**config.mk**
```make
export PLATFORM = sky130hd
export DESIGN_NAME = fermentation_thermostat_unit_flat
export DESIGN_NICKNAME = d
export VERILOG_FILES = /design/src/rtl/ftu_pkg.sv /design/src/rtl/ftu_in_if.sv /design/src/rtl/ftu_out_if.sv /design/src/rtl/fermentation_thermostat_unit.sv /design/src/rtl/ftu_cfg.sv /design/src/rtl/ftu_core.sv /design/src/flat_wrapper.sv
export SDC_FILE = /design/constraint.sdc
export NUM_CORES = 1
export LEC_CHECK = 0
export ABC_AREA = 1
export BUFFER_PORTS_ARGS = -buffer_cell sky130_fd_sc_hd__buf_4
export CORE_MARGIN = 3
export CORE_UTILIZATION = 25
export CTS_CLUSTER_DIAMETER = 50
export CTS_CLUSTER_SIZE = 40
export DETAILED_ROUTE_END_ITERATION = 16
export GPL_TIMING_DRIVEN = 0
export PLACE_DENSITY_LB_ADDON = 0.05
export SLEW_MARGIN = 20
export SYNTH_ARGS = -nofsm -noshare
export SYNTH_HDL_FRONTEND = slang
export SYNTH_HIERARCHICAL = 1
export SYNTH_SLANG_ARGS = --single-unit
```
**constraint.sdc**
```tcl
create_clock -name clk -period 7.1 [get_ports clk]
set_clock_uncertainty 0.05 [all_clocks]
set_input_delay 0.355 -clock clk [delete_from_list [all_inputs] [get_ports clk]]
set_output_delay 0.355 -clock clk [all_outputs]
set_load 0.03 [all_outputs]
```
**src/rtl/ftu_pkg.sv**
```systemverilog
// Shared types and constants for the fermentation thermostat unit.
// No dependencies; the unit's modules and the bench import this package.
`default_nettype none

package ftu_pkg;

  // Phase codes as reported on the result channel
  typedef enum logic [2:0] {
    PH_NONE = 3'd0,
    PH_HEAT = 3'd1,
    PH_COOL = 3'd2,
    PH_FERM = 3'd3,
    PH_DONE = 3'd4
  } phase_t;

  // Configuration register indexes
  localparam int unsigned CFG_IDX_W  = 3;
  localparam int unsigned CFG_DATA_W = 16;

  localparam logic [CFG_IDX_W-1:0] CFG_TARGET_TEMP   = 3'd0;
  localparam logic [CFG_IDX_W-1:0] CFG_BAND_HALF     = 3'd1;
  localparam logic [CFG_IDX_W-1:0] CFG_ENABLE_FLAGS  = 3'd2;
  localparam logic [CFG_IDX_W-1:0] CFG_LEVEL_THR     = 3'd3;
  localparam logic [CFG_IDX_W-1:0] CFG_MIN_OFF_SEC   = 3'd4;
  localparam logic [CFG_IDX_W-1:0] CFG_MIN_ON_SEC    = 3'd5;
  localparam logic [CFG_IDX_W-1:0] CFG_DURATION_HRS  = 3'd6;
  localparam logic [CFG_IDX_W-1:0] CFG_STIR_SPEED    = 3'd7;

  // enable_flags bit positions
  localparam int unsigned FLAG_COOL      = 0;
  localparam int unsigned FLAG_HEAT      = 1;
  localparam int unsigned FLAG_STIR      = 2;
  localparam int unsigned FLAG_LEVEL     = 3;
  localparam int unsigned FLAG_TRIG_ABOVE = 4;

  // Reset values
  localparam logic signed [14:0] TARGET_TEMP_RST = 15'sd2200;
  localparam logic [10:0]        BAND_HALF_RST   = 11'd50;

  // Fixed behavior constants
  localparam logic signed [16:0] STIR_SAFE_TEMP = 17'sd6000;
  localparam logic [6:0]         HEAT_POWER     = 7'd10;
  localparam logic [9:0]         MS_PER_SEC     = 10'd1000;
  localparam logic [21:0]        MS_PER_HOUR    = 22'd3600000;

  typedef struct packed {
    logic signed [14:0] target_temp;
    logic [10:0]        band_half_width;
    logic [4:0]         enable_flags;
    logic [12:0]        level_threshold_mv;
    logic [15:0]        min_off_seconds;
    logic [15:0]        min_on_seconds;
    logic [9:0]         duration_hours;
    logic [6:0]         stir_speed_pct;
  } cfg_t;

  localparam cfg_t CFG_RST = '{
    target_temp:        TARGET_TEMP_RST,
    band_half_width:    BAND_HALF_RST,
    enable_flags:       5'd0,
    level_threshold_mv: 13'd0,
    min_off_seconds:    16'd0,
    min_on_seconds:     16'd0,
    duration_hours:     10'd0,
    stir_speed_pct:     7'd0
  };

  typedef struct packed {
    logic [31:0]        now_ms;
    logic               temp_valid;
    logic signed [14:0] temp_centi;
    logic [12:0]        level_mv;
  } in_item_t;

  typedef struct packed {
    logic [6:0] heater_power;
    logic       valve_open;
    logic       stir_start;
    logic [6:0] stir_speed;
    logic       foam_alarm;
    phase_t     phase;
    logic       phase_changed;
    logic       done_res;
  } res_t;

endpackage

`default_nettype wire

```
**src/rtl/ftu_in_if.sv**
```systemverilog
// Input channel of the fermentation thermostat unit: valid/ready plus one tick.
// No dependencies.
`default_nettype none

interface ftu_in_if;
  logic               valid;
  logic               ready;
  logic [31:0]        now_ms;
  logic               temp_valid;
  logic signed [14:0] temp_centi;
  logic [12:0]        level_mv;

  modport source (output valid, now_ms, temp_valid, temp_centi, level_mv, input ready);
  modport sink   (input valid, now_ms, temp_valid, temp_centi, level_mv, output ready);
endinterface

`default_nettype wire

```
**src/rtl/ftu_out_if.sv**
```systemverilog
// Result channel of the fermentation thermostat unit: valid/ready plus one result.
// No dependencies.
`default_nettype none

interface ftu_out_if;
  logic       valid;
  logic       ready;
  logic [6:0] heater_power;
  logic       valve_open;
  logic       stir_start;
  logic [6:0] stir_speed;
  logic       foam_alarm;
  logic [2:0] phase;
  logic       phase_changed;
  logic       done_res;

  modport source (output valid, heater_power, valve_open, stir_start, stir_speed,
                  foam_alarm, phase, phase_changed, done_res, input ready);
  modport sink   (input valid, heater_power, valve_open, stir_start, stir_speed,
                  foam_alarm, phase, phase_changed, done_res, output ready);
endinterface

`default_nettype wire

```
**src/rtl/fermentation_thermostat_unit.sv**
```systemverilog
// Top level of the fermentation thermostat unit: input register, control step,
// result register. Depends on ftu_pkg, ftu_in_if, ftu_out_if, ftu_cfg, ftu_core.
`default_nettype none

// One transaction in, one result out. The unit takes a new tick every clock
// cycle unless the pipeline is held; each tick waits in the input register,
// then the control step writes its result into the result register. The
// result register is parted from the input register, so a waiting result
// does not stop the next tick from being taken; a stalled result holds the
// pipeline only once both registers are full. Configuration writes take
// effect on the next clock and are meant to be issued while no tick is in
// flight.
module fermentation_thermostat_unit (
  input  wire logic                           clk,
  input  wire logic                           rst_n,
  ftu_in_if.sink                              in_ch,
  ftu_out_if.source                           out_ch,
  input  wire logic                           cfg_we,
  input  wire logic [ftu_pkg::CFG_IDX_W-1:0]  cfg_idx,
  input  wire logic [ftu_pkg::CFG_DATA_W-1:0] cfg_wdata
);
  import ftu_pkg::*;

  cfg_t     cfg;
  in_item_t in_item_r;
  logic     in_vld_r;
  res_t     res, out_res_r;
  logic     out_vld_r;
  logic     advance;
  logic     in_take;

  ftu_cfg u_cfg (
    .clk       (clk),
    .rst_n     (rst_n),
    .cfg_we    (cfg_we),
    .cfg_idx   (cfg_idx),
    .cfg_wdata (cfg_wdata),
    .cfg       (cfg)
  );

  ftu_core u_core (
    .clk   (clk),
    .rst_n (rst_n),
    .step  (advance),
    .item  (in_item_r),
    .cfg   (cfg),
    .res   (res)
  );

  assign advance      = in_vld_r && (!out_vld_r || out_ch.ready);
  assign in_ch.ready  = !in_vld_r || advance;
  assign in_take      = in_ch.valid && in_ch.ready;

  always_ff @(posedge clk) begin
    if (!rst_n) begin
      in_vld_r  <= 1'b0;
      out_vld_r <= 1'b0;
    end else begin
      if (in_take) in_vld_r <= 1'b1;
      else if (advance) in_vld_r <= 1'b0;
      if (advance) out_vld_r <= 1'b1;
      else if (out_ch.ready) out_vld_r <= 1'b0;
    end
  end

  always_ff @(posedge clk) begin
    if (in_take) begin
      in_item_r <= '{now_ms:     in_ch.now_ms,
                     temp_valid: in_ch.temp_valid,
                     temp_centi: in_ch.temp_centi,
                     level_mv:   in_ch.level_mv};
    end
    if (advance) out_res_r <= res;
  end

  assign out_ch.valid         = out_vld_r;
  assign out_ch.heater_power  = out_res_r.heater_power;
  assign out_ch.valve_open    = out_res_r.valve_open;
  assign out_ch.stir_start    = out_res_r.stir_start;
  assign out_ch.stir_speed    = out_res_r.stir_speed;
  assign out_ch.foam_alarm    = out_res_r.foam_alarm;
  assign out_ch.phase         = out_res_r.phase;
  assign out_ch.phase_changed = out_res_r.phase_changed;
  assign out_ch.done_res      = out_res_r.done_res;

  a_ready_when_empty: assert property (@(posedge clk) disable iff (!rst_n)
    !in_vld_r |-> in_ch.ready)
    else $error("input stalled with empty input register");

  a_advance_fills_out: assert property (@(posedge clk) disable iff (!rst_n)
    advance |=> out_vld_r)
    else $error("processed transaction did not reach result register");

  a_no_overwrite: assert property (@(posedge clk) disable iff (!rst_n)
    out_vld_r && !out_ch.ready |-> !advance)
    else $error("pending result overwritten");

endmodule

`default_nettype wire

```
**src/rtl/ftu_cfg.sv**
```systemverilog
// Configuration register file of the fermentation thermostat unit.
// Depends on ftu_pkg.
`default_nettype none

module ftu_cfg (
  input  wire logic                             clk,
  input  wire logic                             rst_n,
  input  wire logic                             cfg_we,
  input  wire logic [ftu_pkg::CFG_IDX_W-1:0]    cfg_idx,
  input  wire logic [ftu_pkg::CFG_DATA_W-1:0]   cfg_wdata,
  output ftu_pkg::cfg_t                         cfg
);
  import ftu_pkg::*;

  cfg_t cfg_r;
  cfg_t cfg_nxt;

  always_comb begin
    cfg_nxt = cfg_r;
    if (cfg_we) begin
      unique case (cfg_idx)
        CFG_TARGET_TEMP:  cfg_nxt.target_temp        = cfg_wdata[14:0];
        CFG_BAND_HALF:    cfg_nxt.band_half_width    = cfg_wdata[10:0];
        CFG_ENABLE_FLAGS: cfg_nxt.enable_flags       = cfg_wdata[4:0];
        CFG_LEVEL_THR:    cfg_nxt.level_threshold_mv = cfg_wdata[12:0];
        CFG_MIN_OFF_SEC:  cfg_nxt.min_off_seconds    = cfg_wdata[15:0];
        CFG_MIN_ON_SEC:   cfg_nxt.min_on_seconds     = cfg_wdata[15:0];
        CFG_DURATION_HRS: cfg_nxt.duration_hours     = cfg_wdata[9:0];
        CFG_STIR_SPEED:   cfg_nxt.stir_speed_pct     = cfg_wdata[6:0];
        default:          cfg_nxt = cfg_r;
      endcase
    end
  end

  always_ff @(posedge clk) begin
    if (!rst_n) begin
      cfg_r <= CFG_RST;
    end else begin
      cfg_r <= cfg_nxt;
    end
  end

  assign cfg = cfg_r;

endmodule

`default_nettype wire

```
**src/rtl/ftu_core.sv**
```systemverilog
// Control step of the fermentation thermostat unit: phase, valve and timer state
// plus the combinational decision for one tick. Depends on ftu_pkg.
`default_nettype none

module ftu_core (
  input  wire logic              clk,
  input  wire logic              rst_n,
  input  wire logic              step,
  input  wire ftu_pkg::in_item_t item,
  input  wire ftu_pkg::cfg_t     cfg,
  output ftu_pkg::res_t          res
);
  import ftu_pkg::*;

  phase_t      phase_r, phase_nxt;
  logic [31:0] phase_start_r, phase_start_nxt;
  logic        cool_act_r, cool_act_nxt;
  logic [31:0] valve_chg_r, valve_chg_nxt;
  logic        valve_r, valve_nxt;

  logic               foam;
  phase_t             phase_sel;
  logic signed [16:0] temp_x, lo_x, hi_x;
  logic [31:0]        valve_el, phase_el;
  logic [25:0]        min_off_ms, min_on_ms;
  logic [31:0]        dur_ms;
  logic               active;

  // Foam detection, hysteresis band selection, activity flag and timer limits in ms
  always_comb begin
    temp_x = {{2{item.temp_centi[14]}}, item.temp_centi};
    lo_x   = {{2{cfg.target_temp[14]}}, cfg.target_temp} - $signed({6'd0, cfg.band_half_width});
    hi_x   = {{2{cfg.target_temp[14]}}, cfg.target_temp} + $signed({6'd0, cfg.band_half_width});

    foam = 1'b0;
    if (cfg.enable_flags[FLAG_LEVEL]) begin
      foam = cfg.enable_flags[FLAG_TRIG_ABOVE] ? (item.level_mv >= cfg.level_threshold_mv)
                                               : (item.level_mv <= cfg.level_threshold_mv);
    end

    if (temp_x < lo_x) phase_sel = PH_HEAT;
    else if (temp_x > hi_x && cfg.enable_flags[FLAG_COOL]) phase_sel = PH_COOL;
    else phase_sel = PH_FERM;

    active = (phase_r != PH_DONE) && item.temp_valid;

    min_off_ms = 26'(cfg.min_off_seconds) * 26'(MS_PER_SEC);
    min_on_ms  = 26'(cfg.min_on_seconds) * 26'(MS_PER_SEC);
    dur_ms     = 32'(cfg.duration_hours) * 32'(MS_PER_HOUR);
  end

  // Next state
  always_comb begin
    phase_nxt       = phase_r;
    phase_start_nxt = phase_start_r;
    cool_act_nxt    = cool_act_r;
    valve_chg_nxt   = valve_chg_r;
    valve_nxt       = valve_r;
    valve_el        = item.now_ms - valve_chg_r;
    phase_el        = '0;

    if (phase_r == PH_DONE) begin
      // terminal until reset
    end else if (!item.temp_valid) begin
      valve_nxt = 1'b0;
    end else if (foam) begin
      if (cfg.enable_flags[FLAG_COOL]) valve_nxt = 1'b1;
    end else begin
      if (phase_sel != phase_r) begin
        phase_nxt       = phase_sel;
        phase_start_nxt = item.now_ms;
      end
      phase_el = item.now_ms - phase_start_nxt;
      case (phase_sel)
        PH_HEAT: begin
          valve_nxt    = 1'b0;
          cool_act_nxt = 1'b0;
        end
        PH_COOL: begin
          if (!cool_act_r || valve_el >= {6'd0, min_off_ms}) begin
            valve_nxt     = 1'b1;
            cool_act_nxt  = 1'b1;
            valve_chg_nxt = item.now_ms;
          end
        end
        default: begin
          if (cool_act_r && valve_el >= {6'd0, min_on_ms}) begin
            valve_nxt     = 1'b0;
            cool_act_nxt  = 1'b0;
            valve_chg_nxt = item.now_ms;
          end
          if (cfg.duration_hours != '0 && phase_el >= dur_ms) phase_nxt = PH_DONE;
        end
      endcase
    end
  end

  // Result of this tick
  always_comb begin
    res = '0;
    res.heater_power  = (active && !foam && phase_sel == PH_HEAT &&
                         cfg.enable_flags[FLAG_HEAT]) ? HEAT_POWER : 7'd0;
    res.valve_open    = valve_nxt;
    res.stir_start    = active && foam && cfg.enable_flags[FLAG_STIR] &&
                        (temp_x <= STIR_SAFE_TEMP);
    res.stir_speed    = res.stir_start ? cfg.stir_speed_pct : 7'd0;
    res.foam_alarm    = active && foam;
    res.phase         = phase_nxt;
    res.phase_changed = phase_nxt != phase_r;
    res.done_res      = phase_nxt == PH_DONE;
  end

  always_ff @(posedge clk) begin
    if (!rst_n) begin
      phase_r       <= PH_NONE;
      phase_start_r <= '0;
      cool_act_r    <= 1'b0;
      valve_chg_r   <= '0;
      valve_r       <= 1'b0;
    end else if (step) begin
      phase_r       <= phase_nxt;
      phase_start_r <= phase_start_nxt;
      cool_act_r    <= cool_act_nxt;
      valve_chg_r   <= valve_chg_nxt;
      valve_r       <= valve_nxt;
    end
  end

  a_done_sticky: assert property (@(posedge clk) disable iff (!rst_n)
    phase_r == PH_DONE |=> phase_r == PH_DONE)
    else $error("completed phase left without reset");

  a_invalid_closes: assert property (@(posedge clk) disable iff (!rst_n)
    step && phase_r != PH_DONE && !item.temp_valid |=> !valve_r)
    else $error("valve open after invalid temperature");

  a_heat_only_heating: assert property (@(posedge clk) disable iff (!rst_n)
    res.heater_power != 7'd0 |-> res.phase == PH_HEAT && !res.valve_open)
    else $error("heater on outside heating phase");

  // cooling only ever starts by opening the valve
  a_cool_valve: assert property (@(posedge clk) disable iff (!rst_n)
    step && cool_act_nxt && !cool_act_r |=> valve_r)
    else $error("cooling started with valve closed");

endmodule

`default_nettype wire

```
**src/flat_wrapper.sv**
```systemverilog
// flat-port wrapper written by rule: the top's interface ports become plain ports
module fermentation_thermostat_unit_flat import ftu_pkg::*;
  (clk, rst_n, cfg_we, cfg_idx, cfg_wdata, in_ch_valid, in_ch_now_ms, in_ch_temp_valid, in_ch_temp_centi, in_ch_level_mv, in_ch_ready, out_ch_valid, out_ch_heater_power, out_ch_valve_open, out_ch_stir_start, out_ch_stir_speed, out_ch_foam_alarm, out_ch_phase, out_ch_phase_changed, out_ch_done_res, out_ch_ready);
  ftu_in_if in_ch_i ();
  ftu_out_if out_ch_i ();
  input  wire logic clk;
  input  wire logic rst_n;
  input  wire logic cfg_we;
  input  wire logic [ftu_pkg::CFG_IDX_W-1:0] cfg_idx;
  input  wire logic [ftu_pkg::CFG_DATA_W-1:0] cfg_wdata;
  input wire logic [$bits(in_ch_i.valid)-1:0] in_ch_valid;
  input wire logic [$bits(in_ch_i.now_ms)-1:0] in_ch_now_ms;
  input wire logic [$bits(in_ch_i.temp_valid)-1:0] in_ch_temp_valid;
  input wire logic [$bits(in_ch_i.temp_centi)-1:0] in_ch_temp_centi;
  input wire logic [$bits(in_ch_i.level_mv)-1:0] in_ch_level_mv;
  output wire logic [$bits(in_ch_i.ready)-1:0] in_ch_ready;
  output wire logic [$bits(out_ch_i.valid)-1:0] out_ch_valid;
  output wire logic [$bits(out_ch_i.heater_power)-1:0] out_ch_heater_power;
  output wire logic [$bits(out_ch_i.valve_open)-1:0] out_ch_valve_open;
  output wire logic [$bits(out_ch_i.stir_start)-1:0] out_ch_stir_start;
  output wire logic [$bits(out_ch_i.stir_speed)-1:0] out_ch_stir_speed;
  output wire logic [$bits(out_ch_i.foam_alarm)-1:0] out_ch_foam_alarm;
  output wire logic [$bits(out_ch_i.phase)-1:0] out_ch_phase;
  output wire logic [$bits(out_ch_i.phase_changed)-1:0] out_ch_phase_changed;
  output wire logic [$bits(out_ch_i.done_res)-1:0] out_ch_done_res;
  input wire logic [$bits(out_ch_i.ready)-1:0] out_ch_ready;
  assign in_ch_i.valid = in_ch_valid;
  assign in_ch_i.now_ms = in_ch_now_ms;
  assign in_ch_i.temp_valid = in_ch_temp_valid;
  assign in_ch_i.temp_centi = in_ch_temp_centi;
  assign in_ch_i.level_mv = in_ch_level_mv;
  assign in_ch_ready = in_ch_i.ready;
  assign out_ch_valid = out_ch_i.valid;
  assign out_ch_heater_power = out_ch_i.heater_power;
  assign out_ch_valve_open = out_ch_i.valve_open;
  assign out_ch_stir_start = out_ch_i.stir_start;
  assign out_ch_stir_speed = out_ch_i.stir_speed;
  assign out_ch_foam_alarm = out_ch_i.foam_alarm;
  assign out_ch_phase = out_ch_i.phase;
  assign out_ch_phase_changed = out_ch_i.phase_changed;
  assign out_ch_done_res = out_ch_i.done_res;
  assign out_ch_i.ready = out_ch_ready;
  fermentation_thermostat_unit u_core (.clk(clk), .rst_n(rst_n), .in_ch(in_ch_i), .out_ch(out_ch_i), .cfg_we(cfg_we), .cfg_idx(cfg_idx), .cfg_wdata(cfg_wdata));
endmodule
```
==> results.json <==
{
  "report.power.total_mw": 6.21,
  "cts_max_level": 2,
  "antenna_found_initial": 5,
  "synthArstFlopShare_pct": 0,
  "drtIter0Drc": 1022,
  "min_from": "rst_n",
  "rsz0062_at_grt": "true",
  "cap_violations": 0,
  "crit_start": "u_core/u_cfg/cfg[78]",
  "cpPeakStageDelay_ps": 370,
  "status": "finished, violations left",
  "die_h_microns": 322,
  "setup_violations": 8,
  "fin_ws_ps": -725,
  "grt_max_degree": 32,
  "die-area_sq_um": 104000,
  "io_pins": 109,
  "drt_first_pass_iters": 7,
  "core_area_sq_um": 98900,
  "grt_pass1_vias": 22887,
  "syn_inst": 3199,
  "swShare_pct": 36.4,
  "final_cell_mix": "571 x nand2_1, 453 x inv_1, 349 x nor2_1, 345 x ha_1, 187 x a21oi_1",
  "min_path_type": "primary input to register",
  "cts_buffer_depth": 3,
  "synth_area_sq_um": 25000,
  "clock-sinks": 247,
  "fin_crit_sh_pct": 110,
  "p_leak_nw": 15.2,
  "wl_per_cell_microns": 17.5,
  "powerDensity_nw_per_um2": 195,
  "ys.flop_type": "dfxtp_1",
  "path_common_cell": "nand2_1",
  "clockPowerShare_pct": 39.9,
  "timing.critical_path.fanout_max": 6,
  "p_int_mw": 3.95,
  "slew_headroom_pct": 39.3,
  "slowest_stage": "dfxtp_4",
  "drtAntennaViolNets": 0,
  "peakVddDrop_v": 0.000197,
  "pwr-share-comb_pct": 34.1,
  "dieWidth_microns": 322,
  "tns_ps": -5090,
  "nets": 4130,
  "synth-edff-count": 83,
  "critPathCaptureType": "register",
  "portBuffers": 108,
  "rows": 115,
  "worstPathArrival_ps": 8160,
  "max_freq_ghz": 0.128,
  "area_growth_pct": 27.2,
  "min_period_ps": 7820,
  "cts.clk_slew.worst_paths_ps": 60,
  "violations": "negative setup slack",
  "clk_latency_ps": 640,
  "timing.rr.start": "u_core/u_cfg/cfg[78]",
  "power_switching_mw": 2.26,
  "place_congestion": 0.849,
  "start_util_pct": 25.3,
  "clockRootBuffer": "clkbuf_16",
  "crit_type": "register to register",
  "avgViaCountPerCell": 4.55,
  "cts_tree": "built",
  "vias": 21997,
  "grt.overflow.total": 0,
  "critPathRequiredTime_ps": 7440,
  "grt_pass1_wl_microns": 131000,
  "drive_gt1_share_pct": 17.0,
  "synthDistinctLibCells": 55,
  "fillerInstances": 10458,
  "drv_slew": 0,
  "synth_area_per_cell_sq_um": 7.82,
  "final_common_cell": "nand2_1",
  "grtUsageTotal_pct": 16.3,
  "drc": 0,
  "finalHoldViolCount": 0,
  "p_seq_share_pct": 26.0,
  "hpwlAfterDp_microns": 70700,
  "yosysWarnings": 6,
  "worst_pin_slew_ps": 911,
  "routed_wl_microns": 84800,
  "worst_setup_path_start_kind": "register",
  "synth_seq_area_share_pct": 23.1,
  "cts_buffers": 50,
  "synth.ff_latch_count": 247
}
[power groups by stage]
stage          clock [mW]  sequential [mW]  combinational [mW]
2_1_floorplan           0             1.62                1.28
5_1_grt              2.62             1.63                2.41
4_1_cts              2.55             1.62                2.03
3_5_place_dp            0             1.65                1.81
6_report             2.48             1.62                2.12
3_3_place_gp            0             1.65                1.79
[what timing repair did]
action	4_1_cts	5_1_grt
endpoints found under the setup margin	43	43
gates resized for setup	164	134
hold buffers	70	0
endpoints found under the hold margin	70	0
pin swaps	71	95
setup buffers	42	27
gates cloned	2	0
[Yosys cell counts, types with 10 or more instances]
| cell | instances | share of area, % |
|---|---|---|
| o31ai_1 | 13 | 0.39 |
| nor2_2 | 34 | 0.85 |
| xnor2_1 | 45 | 1.6 |
| nand4_1 | 24 | 0.60 |
| o21ai_0 | 122 | 2.4 |
| nor3_1 | 25 | 0.50 |
| ha_1 | 370 | 19 |
| nand2_1 | 615 | 9.2 |
| clkbuf_1 | 25 | 0.38 |
| buf_2 | 25 | 0.50 |
| inv_1 | 471 | 7.1 |
| a21boi_0 | 11 | 0.33 |
| nor2_1 | 357 | 5.4 |
| dfxtp_1 | 164 | 13 |
| a21oi_1 | 218 | 4.4 |
| xor2_1 | 96 | 3.4 |
| fa_1 | 169 | 14 |
| a31oi_1 | 15 | 0.38 |
| nand3_1 | 181 | 3.6 |
| o21bai_1 | 13 | 0.39 |
| o21a_1 | 10 | 0.30 |
| buf_4 | 10 | 0.30 |
| o21ai_1 | 13 | 0.26 |
| edfxtp_1 | 83 | 10 |
[metrics by stage]
stage	worst slack (ps)	area, sq um	instances	utilization (%)	hold WS (ps)
floorplan	1.80	25100	3203	-	380
global placement	-2010	27600	4598	27.9	399
detailed placement	-1990	27600	4600	27.9	405
CTS	-967	31100	4808	31.4	11.6
global route	-1320	31800	4837	32.2	33.2
finish	-725	31800	4838	32.2	52.6
[kinds of logic after synthesis]
| kind of cell | Yosys count | share of synthesized area [%] |
|---|---|---|
| AO/OA/AOI/OAI | 450 | 10.0 |
| adder cells (fa/ha/maj) | 539 | 32.0 |
| XOR/XNOR | 141 | 4.94 |
| AND/OR/NAND/NOR | 1276 | 21.3 |
| flip-flops | 247 | 23.1 |
| other | 1 | 0.0150 |
| buffers and inverters | 545 | 8.58 |
[area by class of cell]
cell class                 count  area (sq um)  share of cell area [%]
tap                         1287          1610                    5.06
timing repair buffer         251          2170                    6.82
sequential                   247          5810                    18.3
inverter                     474          1790                    5.63
buffer                        71           447                    1.40
clock inverter                38           467                    1.47
antenna                        3          7.51                  0.0236
clock buffer                  56          1310                    4.10
multi-input combinational   2411         18200                    57.2
[worst paths after layout]
path         slack, ps                        endpoint  cells past startpoint
min                 50             u_core/out_ch.valid                      3
max reg2reg       -720     u_core/out_ch.phase_changed                     58
max               -720     u_core/out_ch.phase_changed                     58
min reg2reg        420  u_core/u_core/phase_start_r[1]                      2
[sequential cells by signal, indices dropped and copies added, names as in the netlist, 3 cells and up]
| name | flops |
|---|---|
| u_core/u_cfg/cfg | 93 |
| u_core/in_item_r | 61 |
| u_core/u_core/phase_start_r | 32 |
| u_core/u_core/valve_chg_r | 32 |
| u_core/out_ch.heater_power | 7 |
| u_core/out_ch.stir_speed | 7 |
| u_core/out_ch.phase | 3 |
| u_core/u_core/phase_r | 3 |
[layer usage]
layer / global-route usage [%] / vias up / share of wire [%]
li1: - / 11019 / -
met1: 21.5 / 10552 / 46
met5: 0 / - / 0.014
met3: 2.10 / 97 / 3.5
met2: 28.0 / 327 / 48
met4: 4.50 / 2 / 2.4
[worst max-delay path: cells and delay by family, from the launching register on]
| kind | cells | cell delay [ps] |
|---|---|---|
| buf+inv | 8 | 920 |
| flops | 1 | 370 |
| xor+xnor | 2 | 450 |
| simple gates | 28 | 2310 |
| compound gates | 15 | 2090 |
| fa+ha+maj | 5 | 1360 |
Power figures use the tool's default switching activity.
